File: config.mk
export PLATFORM = sky130hd
export DESIGN_NAME = ir_pulse_width_command_decoder
export DESIGN_NICKNAME = d
export VERILOG_FILES = /design/src/rtl/irpwd_pkg.sv /design/src/rtl/ir_pulse_width_command_decoder.sv /design/src/rtl/irpwd_cfg.sv /design/src/rtl/irpwd_core.sv /design/src/rtl/irpwd_out.sv
export VERILOG_INCLUDE_DIRS = /design/src /design/src/rtl
export SDC_FILE = /design/constraint.sdc
export NUM_CORES = 1
export LEC_CHECK = 0
export BUFFER_PORTS_ARGS = -buffer_cell sky130_fd_sc_hd__buf_2
export CORE_MARGIN = 3
export CORE_UTILIZATION = 35
export DETAILED_ROUTE_END_ITERATION = 16
export PLACE_DENSITY = 0.53
export SLEW_MARGIN = 20
export SYNTH_ARGS = -nofsm -noshare
export SYNTH_HDL_FRONTEND = slang
export SYNTH_HIERARCHICAL = 1
export SYNTH_SLANG_ARGS = --single-unit
File: constraint.sdc
create_clock -name i_clk -period 5.2 [get_ports i_clk]
set_clock_uncertainty 0.2 [all_clocks]
set_input_delay 0.26 -clock i_clk [delete_from_list [all_inputs] [get_ports i_clk]]
set_output_delay 0.26 -clock i_clk [all_outputs]
set_load 0.05 [all_outputs]
File: src/rtl/ir_pulse_width_command_decoder_defines.svh
// ----------------------------------------------------------------------------
// ir_pulse_width_command_decoder_defines
// Assertion macros shared by the decoder modules; empty under synthesis.
// ----------------------------------------------------------------------------
`ifndef IR_PULSE_WIDTH_COMMAND_DECODER_DEFINES_SVH
`define IR_PULSE_WIDTH_COMMAND_DECODER_DEFINES_SVH

`ifndef SYNTHESIS
// property checked on every rising edge outside reset
`define IRPWD_ASSERT(label, prop) \
    label: assert property (@(posedge i_clk) disable iff (!i_rst_n) (prop)) \
        else $error("irpwd assertion failed");
// condition that must never be seen outside reset
`define IRPWD_NEVER(label, cond) \
    `IRPWD_ASSERT(label, !(cond))
`else
`define IRPWD_ASSERT(label, prop)
`define IRPWD_NEVER(label, cond)
`endif

`endif

File: src/rtl/irpwd_pkg.sv
// ----------------------------------------------------------------------------
// irpwd_pkg
// Types, constants and helpers for the IR pulse-width command decoder.
// ----------------------------------------------------------------------------
`default_nettype none

package irpwd_pkg;

    // number of marks read per frame
    localparam int CODE_BITS = 7;
    // width of the emitted command code
    localparam int CMD_W     = 7;
    // bit counter holds 0 .. CODE_BITS
    localparam int BP_W      = $clog2(CODE_BITS + 1);
    // index into the collected code
    localparam int BI_W      = (CODE_BITS > 1) ? $clog2(CODE_BITS) : 1;
    localparam int TICK_W    = 8;
    localparam int CFG_IDX_W = 3;

    localparam logic [TICK_W-1:0] TICK_MAX = {TICK_W{1'b1}};

    // register indexes
    localparam logic [CFG_IDX_W-1:0] CFG_START_MIN    = 3'd0;
    localparam logic [CFG_IDX_W-1:0] CFG_START_MAX    = 3'd1;
    localparam logic [CFG_IDX_W-1:0] CFG_SPACE_MAX    = 3'd2;
    localparam logic [CFG_IDX_W-1:0] CFG_ONE_MIN      = 3'd3;
    localparam logic [CFG_IDX_W-1:0] CFG_QUIET_INIT   = 3'd4;
    localparam logic [CFG_IDX_W-1:0] CFG_QUIET_RELOAD = 3'd5;

    // register reset values
    localparam logic [TICK_W-1:0] RST_START_MIN    = 8'd6;
    localparam logic [TICK_W-1:0] RST_START_MAX    = 8'd9;
    localparam logic [TICK_W-1:0] RST_SPACE_MAX    = 8'd3;
    localparam logic [TICK_W-1:0] RST_ONE_MIN      = 8'd3;
    localparam logic [TICK_W-1:0] RST_QUIET_INIT   = 8'd67;
    localparam logic [TICK_W-1:0] RST_QUIET_RELOAD = 8'd111;

    typedef enum logic [2:0] {
        PH_HUNT  = 3'd0,
        PH_SPACE = 3'd1,
        PH_MARK  = 3'd2,
        PH_QUIET = 3'd3
    } t_phase;

    typedef struct packed {
        logic [TICK_W-1:0] start_min;
        logic [TICK_W-1:0] start_max;
        logic [TICK_W-1:0] space_max;
        logic [TICK_W-1:0] one_min;
        logic [TICK_W-1:0] quiet_init;
        logic [TICK_W-1:0] quiet_reload;
    } t_cfg;

    typedef struct packed {
        logic             valid;
        logic [CMD_W-1:0] code;
        logic             error;
    } t_result;

    // saturating run counter step
    function automatic logic [TICK_W-1:0] sat_inc(input logic [TICK_W-1:0] v);
        return (v == TICK_MAX) ? v : v + 1'b1;
    endfunction

    // low CMD_W bits of the collected code, zero filled for short codes
    function automatic logic [CMD_W-1:0] to_cmd(input logic [CODE_BITS-1:0] c);
        logic [CODE_BITS+CMD_W-1:0] wide;
        wide = {{CMD_W{1'b0}}, c};
        return wide[CMD_W-1:0];
    endfunction

endpackage

`default_nettype wire

File: src/rtl/ir_pulse_width_command_decoder.sv
// ----------------------------------------------------------------------------
// ir_pulse_width_command_decoder
// Pulse-width IR command decoder: one line sample per tick in, one command
// or framing error out per completed or broken frame.
//
//   channel  | dir | payload
//   ---------+-----+------------------------------------------------
//   s_axis   | in  | tdata[0] line_level, tdata[7:1] zero
//   m_axis   | out | tdata[6:0] command_code, tdata[7] zero,
//            |     | tuser frame_error
//   cfg      | in  | i_cfg_we / i_cfg_index / i_cfg_wdata, 8-bit registers
//
// One sample is taken every cycle unless held off; its result, if any, shows
// on m_axis in the next cycle from a single output register.
// A sample is held off only while that register is full and m_axis stalls.
// Reset (synchronous, active low) loads the register defaults and returns the
// frame state machine to hunting for a start mark.
// ----------------------------------------------------------------------------
`default_nettype none

module ir_pulse_width_command_decoder (
    input  wire logic                            i_clk,
    input  wire logic                            i_rst_n,
    // stream in
    input  wire logic                            s_axis_tvalid,
    output logic                                 s_axis_tready,
    input  wire logic [7:0]                      s_axis_tdata,  // [0] line_level
    // stream out
    output logic                                 m_axis_tvalid,
    input  wire logic                            m_axis_tready,
    output logic [7:0]                           m_axis_tdata,  // [6:0] command_code
    output logic                                 m_axis_tuser,  // [0] frame_error
    // configuration writes
    input  wire logic                            i_cfg_we,
    input  wire logic [irpwd_pkg::CFG_IDX_W-1:0] i_cfg_index,
    input  wire logic [irpwd_pkg::TICK_W-1:0]    i_cfg_wdata
);
    import irpwd_pkg::*;

    t_cfg             cfg;
    t_result          result;
    logic             in_ready;
    logic             accept;
    logic [CMD_W-1:0] out_code;

    assign accept        = s_axis_tvalid && in_ready;
    assign s_axis_tready = in_ready;

    irpwd_cfg u_cfg (
        .i_clk       (i_clk),
        .i_rst_n     (i_rst_n),
        .i_cfg_we    (i_cfg_we),
        .i_cfg_index (i_cfg_index),
        .i_cfg_wdata (i_cfg_wdata),
        .o_cfg       (cfg)
    );

    irpwd_core u_core (
        .i_clk        (i_clk),
        .i_rst_n      (i_rst_n),
        .i_en         (accept),
        .i_line_level (s_axis_tdata[0]),
        .i_cfg        (cfg),
        .o_result     (result)
    );

    irpwd_out u_out (
        .i_clk       (i_clk),
        .i_rst_n     (i_rst_n),
        .i_result    (result),
        .i_out_ready (m_axis_tready),
        .o_in_ready  (in_ready),
        .o_valid     (m_axis_tvalid),
        .o_code      (out_code),
        .o_error     (m_axis_tuser)
    );

    // pad the code to a whole byte
    assign m_axis_tdata = {1'b0, out_code};

endmodule

`default_nettype wire

File: src/rtl/irpwd_cfg.sv
// ----------------------------------------------------------------------------
// irpwd_cfg
// Configuration register bank written through a plain write port.
// ----------------------------------------------------------------------------
`default_nettype none

module irpwd_cfg (
    input  wire logic                           i_clk,
    input  wire logic                           i_rst_n,
    input  wire logic                           i_cfg_we,
    input  wire logic [irpwd_pkg::CFG_IDX_W-1:0] i_cfg_index,
    input  wire logic [irpwd_pkg::TICK_W-1:0]   i_cfg_wdata,
    output irpwd_pkg::t_cfg                     o_cfg
);
    import irpwd_pkg::*;

    t_cfg r_cfg;
    t_cfg n_cfg;

    // decode the write, unknown indexes leave everything as is
    always_comb begin
        n_cfg = r_cfg;
        if (i_cfg_we) begin
            case (i_cfg_index)
                CFG_START_MIN:    n_cfg.start_min    = i_cfg_wdata;
                CFG_START_MAX:    n_cfg.start_max    = i_cfg_wdata;
                CFG_SPACE_MAX:    n_cfg.space_max    = i_cfg_wdata;
                CFG_ONE_MIN:      n_cfg.one_min      = i_cfg_wdata;
                CFG_QUIET_INIT:   n_cfg.quiet_init   = i_cfg_wdata;
                CFG_QUIET_RELOAD: n_cfg.quiet_reload = i_cfg_wdata;
                default:          n_cfg = r_cfg;
            endcase
        end
    end

    always_ff @(posedge i_clk) begin
        if (!i_rst_n) begin
            r_cfg.start_min    <= RST_START_MIN;
            r_cfg.start_max    <= RST_START_MAX;
            r_cfg.space_max    <= RST_SPACE_MAX;
            r_cfg.one_min      <= RST_ONE_MIN;
            r_cfg.quiet_init   <= RST_QUIET_INIT;
            r_cfg.quiet_reload <= RST_QUIET_RELOAD;
        end else begin
            r_cfg <= n_cfg;
        end
    end

    assign o_cfg = r_cfg;

endmodule

`default_nettype wire

File: src/rtl/irpwd_core.sv
// ----------------------------------------------------------------------------
// irpwd_core
// Frame state machine: start window, space limit, mark decode, quiet count.
// ----------------------------------------------------------------------------
`default_nettype none
`include "ir_pulse_width_command_decoder_defines.svh"

module irpwd_core (
    input  wire logic           i_clk,
    input  wire logic           i_rst_n,
    input  wire logic           i_en,
    input  wire logic           i_line_level,
    input  wire irpwd_pkg::t_cfg i_cfg,
    output irpwd_pkg::t_result  o_result
);
    import irpwd_pkg::*;

    t_phase                r_phase,  n_phase;
    logic [TICK_W-1:0]     r_run,    n_run;
    logic [BP_W-1:0]       r_bitpos, n_bitpos;
    logic [CODE_BITS-1:0]  r_code,   n_code;
    logic [TICK_W-1:0]     r_quiet,  n_quiet;

    logic                  low;
    logic [TICK_W-1:0]     run_inc;
    logic [BP_W-1:0]       bitpos_inc;
    logic [CODE_BITS-1:0]  code_mark;
    logic                  start_ok;
    logic                  space_zero;
    logic [TICK_W-1:0]     quiet_base;
    logic [TICK_W-1:0]     quiet_dec;
    logic                  emit;
    logic                  emit_err;

    assign low        = !i_line_level;
    assign run_inc    = sat_inc(r_run);
    assign bitpos_inc = r_bitpos + 1'b1;
    assign start_ok   = (r_run != '0) && (r_run >= i_cfg.start_min)
                        && (r_run <= i_cfg.start_max);
    assign space_zero = (i_cfg.space_max == '0);

    // code with the bit of the mark that just ended
    always_comb begin
        code_mark = r_code;
        if (r_run >= i_cfg.one_min) begin
            code_mark[r_bitpos[BI_W-1:0]] = 1'b1;
        end
    end

    // quiet tick: a low sample reloads, entry from a mark loads the initial count
    always_comb begin
        if (r_phase == PH_MARK) begin
            quiet_base = i_cfg.quiet_init;
        end else if (low) begin
            quiet_base = i_cfg.quiet_reload;
        end else begin
            quiet_base = r_quiet;
        end
        quiet_dec = (quiet_base != '0) ? quiet_base - 1'b1 : quiet_base;
    end

    // next state
    always_comb begin
        n_phase  = r_phase;
        n_run    = r_run;
        n_bitpos = r_bitpos;
        n_code   = r_code;
        n_quiet  = r_quiet;
        case (r_phase)
            PH_HUNT: begin
                if (low) begin
                    n_run = run_inc;
                end else if (start_ok && !space_zero) begin
                    n_phase  = PH_SPACE;
                    n_run    = 8'd1;
                    n_bitpos = '0;
                    n_code   = '0;
                end else begin
                    n_run = '0;
                end
            end
            PH_SPACE: begin
                if (low) begin
                    n_phase = PH_MARK;
                    n_run   = 8'd1;
                end else if (run_inc > i_cfg.space_max) begin
                    n_phase = PH_HUNT;
                    n_run   = '0;
                    n_bitpos = '0;
                    n_code  = '0;
                    n_quiet = '0;
                end else begin
                    n_run = run_inc;
                end
            end
            PH_MARK: begin
                if (low) begin
                    n_run = run_inc;
                end else if (bitpos_inc < BP_W'(CODE_BITS)) begin
                    if (space_zero) begin
                        n_phase  = PH_HUNT;
                        n_run    = '0;
                        n_bitpos = '0;
                        n_code   = '0;
                        n_quiet  = '0;
                    end else begin
                        n_phase  = PH_SPACE;
                        n_run    = 8'd1;
                        n_bitpos = bitpos_inc;
                        n_code   = code_mark;
                    end
                end else if (quiet_dec == '0) begin
                    n_phase  = PH_HUNT;
                    n_run    = '0;
                    n_bitpos = '0;
                    n_code   = '0;
                    n_quiet  = '0;
                end else begin
                    n_phase  = PH_QUIET;
                    n_run    = '0;
                    n_bitpos = bitpos_inc;
                    n_code   = code_mark;
                    n_quiet  = quiet_dec;
                end
            end
            PH_QUIET: begin
                if (quiet_dec == '0) begin
                    n_phase  = PH_HUNT;
                    n_run    = '0;
                    n_bitpos = '0;
                    n_code   = '0;
                    n_quiet  = '0;
                end else begin
                    n_quiet = quiet_dec;
                end
            end
            default: begin
                n_phase  = PH_HUNT;
                n_run    = '0;
                n_bitpos = '0;
                n_code   = '0;
                n_quiet  = '0;
            end
        endcase
    end

    // result outputs
    always_comb begin
        emit     = 1'b0;
        emit_err = 1'b0;
        case (r_phase)
            PH_HUNT: begin
                emit_err = !low && start_ok && space_zero;
            end
            PH_SPACE: begin
                emit_err = !low && (run_inc > i_cfg.space_max);
            end
            PH_MARK: begin
                if (!low) begin
                    if (bitpos_inc < BP_W'(CODE_BITS)) begin
                        emit_err = space_zero;
                    end else begin
                        emit = (quiet_dec == '0);
                    end
                end
            end
            PH_QUIET: begin
                emit = (quiet_dec == '0);
            end
            default: begin
                emit     = 1'b0;
                emit_err = 1'b0;
            end
        endcase
        o_result.valid = i_en && (emit || emit_err);
        o_result.error = emit_err;
        o_result.code  = emit_err ? '0 :
                         to_cmd((r_phase == PH_MARK) ? code_mark : r_code);
    end

    always_ff @(posedge i_clk) begin
        if (!i_rst_n) begin
            r_phase  <= PH_HUNT;
            r_run    <= '0;
            r_bitpos <= '0;
            r_code   <= '0;
            r_quiet  <= '0;
        end else if (i_en) begin
            r_phase  <= n_phase;
            r_run    <= n_run;
            r_bitpos <= n_bitpos;
            r_code   <= n_code;
            r_quiet  <= n_quiet;
        end
    end

    // hunting never carries collected bits
    `IRPWD_ASSERT(a_hunt_code_clear, (r_phase != PH_HUNT) || (r_code == '0))
    // the run counter is idle while waiting for quiet
    `IRPWD_ASSERT(a_quiet_run_zero, (r_phase != PH_QUIET) || (r_run == '0))
    // a result always sends the machine back to hunting
    `IRPWD_ASSERT(a_result_to_hunt, o_result.valid |=> (r_phase == PH_HUNT))

endmodule

`default_nettype wire

File: src/rtl/irpwd_out.sv
// ----------------------------------------------------------------------------
// irpwd_out
// Result register between the decoder and the output stream.
// ----------------------------------------------------------------------------
`default_nettype none
`include "ir_pulse_width_command_decoder_defines.svh"

module irpwd_out (
    input  wire logic                       i_clk,
    input  wire logic                       i_rst_n,
    input  wire irpwd_pkg::t_result         i_result,
    input  wire logic                       i_out_ready,
    output logic                            o_in_ready,
    output logic                            o_valid,
    output logic [irpwd_pkg::CMD_W-1:0]     o_code,
    output logic                            o_error
);
    import irpwd_pkg::*;

    logic             r_valid, n_valid;
    logic [CMD_W-1:0] r_code;
    logic             r_error;

    // space for a new result when empty or draining this cycle
    assign o_in_ready = !r_valid || i_out_ready;

    always_comb begin
        n_valid = r_valid;
        if (i_result.valid) begin
            n_valid = 1'b1;
        end else if (i_out_ready) begin
            n_valid = 1'b0;
        end
    end

    always_ff @(posedge i_clk) begin
        if (!i_rst_n) begin
            r_valid <= 1'b0;
        end else begin
            r_valid <= n_valid;
        end
    end

    // payload, loaded with each new result
    always_ff @(posedge i_clk) begin
        if (i_result.valid) begin
            r_code  <= i_result.code;
            r_error <= i_result.error;
        end
    end

    assign o_valid = r_valid;
    assign o_code  = r_code;
    assign o_error = r_error;

    // a result arrives only when there is room for it
    `IRPWD_NEVER(a_no_overwrite, i_result.valid && !o_in_ready)
    // a loaded result is visible next cycle
    `IRPWD_ASSERT(a_load_shows, i_result.valid |=> r_valid)

endmodule

`default_nettype wire

======== Word-level counts from Yosys, hierarchy flattened ========
Index checks and enable logic that the tools add are counted.
cells by class
  reductions and logical operators ........ 30
  $add $sub $neg .......................... 3
  bitwise logic cells ..................... 2
  mux-type cells .......................... 60
  eq/ne operators ......................... 17
  magnitude comparators ................... 7
operators by type and width
  operator                                                                number
  8-bit 2-to-1 mux                                                        15
  7-bit 2-to-1 mux                                                        11
  8-bit case mux with 4 select lines                                      2
  3-bit 2-to-1 mux                                                        14
  7-bit case mux with 4 select lines                                      1
  3-bit case mux with 4 select lines                                      2
  8-bit greater-or-equal comparator                                       2
  8-bit zero test                                                         2
  8-bit nonzero test                                                      2
  2-bit AND reduction                                                     7
  3-bit by 2-bit equality test with 1-bit output (second input constant)  4
  6-bit AND reduction                                                     2
  1-bit 2-to-1 mux                                                        11
  1-bit logical AND                                                       9
  8-bit by 1-bit adder with 8-bit output (second input constant)          1
  8-bit equality test (second input constant)                             1
  8-bit > comparator                                                      1
  8-bit less-or-equal comparator                                          1
  8-bit by 1-bit subtractor with 8-bit output (second input constant)     1
  7-bit OR                                                                1
  7-bit AND reduction                                                     1
  3-bit by 1-bit equality test with 1-bit output (second input constant)  2
  3-bit equality test (second input constant)                             2
  3-bit zero test                                                         2
  15 further kinds                                                        22
word-level totals
  output and inout port bits .............. 11
  logic and storage cells ................. 133
  register bits ........................... 86
  input bits .............................. 24

======== Logic depth before layout (Yosys ltp) ========
  depth in word-level cells ............... 11
  depth in mapped cells ................... 17
  gate-level depth less buffers ........... 17

======== Modules after synthesis ========
Netlist, hierarchy kept.
modules (own cells, without submodules)
  module                          cells an instance  seq. area each (µm²)  instances  area an instance (µm²)
  irpwd_core                      386                560.5                 1          2964.1
  irpwd_cfg                       179                960.9                 1          1870.5
  irpwd_out                       12                 260.2                 1          289.0
  ir_pulse_width_command_decoder  3                  0.0                   1          17.5

======== Worst setup path before layout ========
No wires, ideal clock.
  kind .................................... reg-to-reg
  from .................................... reg u_core.r_run[3]
  to ...................................... reg u_out.r_code[0] (netlist: u_out/o_code[0]) (enable)
  data arrival time ....................... 3.028 ns
  slack ................................... 1.595 ns
  data required time ...................... 4.623 ns
  stages on the path, launching flop included .. 15
  cells stage by stage .................... dfxtp_1 -> and3_1 -> and3_1 -> and3_1 -> mux2_2 -> ha_1 -> nor2b_1 -> o21a_1 -> o21a_1 -> o21bai_1 -> a21oi_1 -> a21oi_1 -> o32ai_1 -> nand2_1 -> a21oi_1
RTL lines
  what                      line               text
  start: declaration        irpwd_core.sv:19   logic [TICK_W-1:0] r_run, n_run;
  start signal: assignment  irpwd_core.sv:190  r_run <= n_run;
  end signal: assignment    irpwd_out.sv:47    r_code <= i_result.code;
  end: declaration          irpwd_out.sv:21    logic [CMD_W-1:0] r_code;

======== Final worst setup path ========
  from .................................... reg u_core.r_run[3]
  to ...................................... reg u_core.r_code[1]
on the way
  cells in the longest elaborated chain, start to end .. 6
  elaborated cells between the ends (all ways) .. 20
  those cells by class .................... add/sub: 1; order compare: 4; eq/ne: 3; mux: 7; reduce/logical: 5
ends and longest elaborated chain
  what                                                                            line               text
  branches (longest 6 deep; another with 8-bit by 1-bit adder with 8-bit output)  --
  end signal: assignment                                                          irpwd_core.sv:192  r_code <= n_code;
  end: declaration                                                                irpwd_core.sv:21   logic [CODE_BITS-1:0] r_code, n_code;
Parallel ways; which one is timed is not known. The select of a mux whose other input is x is not followed.
A chain may end at the register's enable or synchronous reset.

==> impl_metrics.ini <==
[status]
status = finished clean

[sta]
tightestPinTransition_ns = 0.796
fmax_ghz = 0.246
report.final.slew_viol_count = 0
layout_worst_path_cycle_share_pct = 78.1
fin_setup_tns_ns = 0
period_minus_slack_ns = 4.06
worst_slack_ns = 1.14
finalSetupViolations = 0
rsz0062_at_grt = false
hold_viol_final = 0
maxSlewHeadroom_pct = 46.3

[logic_synthesis]
synthSimpleGateAreaFrac_pct = 21.7
synth_top_area_share_pct = 30.0
synth_edf_count = 8
synth.avg_cell_area_um2 = 8.86
ys_seq_elements = 85
seq_area_frac_synth_pct = 34.7
synth_top_family_by_area = simple AND/OR/NAND/NOR gates
synth-main-ff-cell = dfxtp_1
synth.cell_area_um2 = 5140
ys_top_cells_by_area = dfxtp_1 30%, mux2i_1 11%, ha_1 8.8%
synth-compound-area-share_pct = 14.6
yosys.area_share.adder_pct = 8.76
synthXorXnorAreaFrac_pct = 1.19
synth.largest_area_cell = dfxtp_1
yosysWarningCount = 6
netlist_instances = 580
synthMuxAreaShare_pct = 13.0
syn-num-nets = 640
synth_cell_types = 73
async_reset_ff_share_pct = 0

[floorplanning]
rows = 43
fp.dieH_um = 127
ios = 35
initial_utilization_pct = 36.3
die_x_um = 127
dieArea_um2 = 16200
core_area_um2 = 14100

[placement]
place_congestion = 0.806
io_buffers = 26
dpl.hpwl_mm = 8.84
pre_cts_slack_ns = 1.12
placed_cells = 762

[worst_hold_path]
worstHoldPathType = input pin to flip-flop

[finish]
area_delta_synth_final_pct = 12.3
fillCellCount = 1394
final_cell_mix = 77 x dfxtp_1, 65 x nand2_1, 54 x mux2i_1
stdcell_count = 782
nNetsFinal = 657
drive_gt1_share_pct = 13.0
final_common_cell = dfxtp_1
n_antenna_cell = 0

[clocking]
clkSinkCount = 85
clk_pin_slew_ns = 0.06
clkLatencyLatePin_ns = 0.34
cts_tree = built
cts_root_buf = clkbuf_16
clk_path_buf_depth = 2
cts_buffers = 9
ctsHtreeMaxLevel = 3
cts_resized = 0

[setup_path]
cp_max_fo = 10
crit_end = u_core/r_code[1]
crit_type = flip-flop to flip-flop
rr_worst_depth = 14
cp-end-kind = flip-flop
reg2reg_from = u_core/r_run[3]
reg2reg_slack_ns = 1.14
reg2reg_to = u_core/r_code[1]
startpoint_type = flip-flop
crit_start = u_core/r_run[3]
cp.arrival_ns = 4.06
cp.required_ns = 5.20

[power]
powerDensity_nw_per_um2 = 262
p_leak_nw = 2.48
finalPower_w = 0.00151
max-vdd-ir-drop_mv = 0.159

[grt]
grt_pass1_wl_mm = 20.5
grt_pass1_vias = 4195
grt_max_degree = 68
antenna_found_initial = 0
gr-total-overflow = 0
grt_usage_pct = 15.7

[routing]
dr_total_vias = 4118
wl_mm = 12.0
routed_via_density = 5.27
ant_nets = 0
drtIter0Drc = 245
drc = 0
dr.pass1.iters = 4
avgRoutedWirePerCell_um = 15.3

[flow_run]
drv_cap = 0
-- per-layer routing --
layer | GRT usage (%) | wire length [µm]
met1 | 20.2 | 5660
met2 | 26.4 | 5830
met3 | 2.38 | 289
met4 | 5.99 | 181
met5 | 0 | 0
-- sequential cells by signal, indices dropped and copies added, names as in the netlist --
| name | flops |
|---|---|
| u_cfg/o_cfg | 48 |
| u_core/r_bitpos | 3 |
| u_core/r_code | 7 |
| u_core/r_phase | 2 |
| u_core/r_quiet | 8 |
| u_core/r_run | 8 |
| u_out/o_code | 7 |
| u_out/o_error | 1 |
| u_out/o_valid | 1 |
-- power by group --
part	switching, W	internal (W)	total (W)
Combinational	0.0000695	0.0000465	0.000116
Clock	0.000272	0.000451	0.000723
Sequential	0.00000614	0.000668	0.000674
Total	0.000347	0.00117	0.00151
-- synth_stat cells (3+ instances only) --
master	number
dfxtp_1	77
nand2_1	65
mux2i_1	54
inv_1	44
ha_1	36
a21oi_1	33
nor2b_1	30
nor2_1	28
clkbuf_1	18
nor3_1	15
o21ai_0	15
nand3_1	9
edfxtp_1	8
mux2_2	8
nand4_1	8
a22o_1	7
a41oi_1	6
and3_1	6
nand4b_1	6
a21o_1	5
nand2b_1	5
o21a_1	5
and2_1	4
buf_2	4
buf_4	4
nor4_1	4
o31ai_1	4
or2_2	4
xnor2_1	4
a211oi_2	3
nor3b_1	3
o22ai_1	3
xor2_1	3
-- layout make-up --
cell class                      instances  area (µm²)  share of cell area, %
Tap cell                              180         225                   3.90
Sequential cell                        85        1780                   30.9
Multi-Input combinational cell        421        3060                   53.0
Inverter                               46         173                   2.99
Timing Repair Buffer                   34         200                   3.47
Clock inverter                          5        81.3                   1.41
Clock buffer                           11         254                   4.40
-- critical path, cell delays in order (launching register included) --
cell      delay (ns)
dfxtp_1         0.55
and3_1          0.26
and3_1          0.18
and3_1          0.25
mux2_2          0.39
ha_1            0.29
nor2b_1         0.13
o21a_1          0.11
o21a_1          0.10
o21bai_1        0.08
a211oi_1        0.31
o21ai_0         0.22
a211oi_4        0.43
o21a_2          0.35
nor3_1          0.08
-- how the worst min path moves through the flow --
stage	from	to	depth (start not counted)
finish	i_cfg_wdata[6]	u_cfg/o_cfg[14]	3
CTS	i_cfg_wdata[6]	u_cfg/o_cfg[14]	3
global route	i_cfg_wdata[6]	u_cfg/o_cfg[14]	3
global placement	u_cfg/o_cfg[18]	u_cfg/o_cfg[18]	2
floorplan	i_cfg_wdata[0]	u_cfg/o_cfg[40]	2
detailed placement	u_core/r_quiet[6]	u_core/r_quiet[6]	2
-- logic make-up after synthesis --
kind of cell    Yosys count
fa+ha+maj                36
simple gates            206
buf+inv                  74
xor+xnor                  7
mux                      64
flops                    85
other cells               1
compound gates          107
-- per-stage QoR --
step / area [µm²] / hold slack [ns] / utilization [%]
2_1_floorplan: 5140 / 0.199 / -
3_3_place_gp: 5390 / 0.246 / 38.1
3_5_place_dp: 5390 / 0.253 / 38.1
4_1_cts: 5770 / 0.0113 / 40.8
5_1_grt: 5770 / 0.0354 / 40.8
6_report: 5770 / 0.0220 / 40.8
-- repair_timing --
action,4_1_cts,5_1_grt
setup endpoints to repair,0,0
hold buffers,4,0
setup buffers,0,0
hold endpoints to repair,4,0
(Power assumes the default switching activity.)
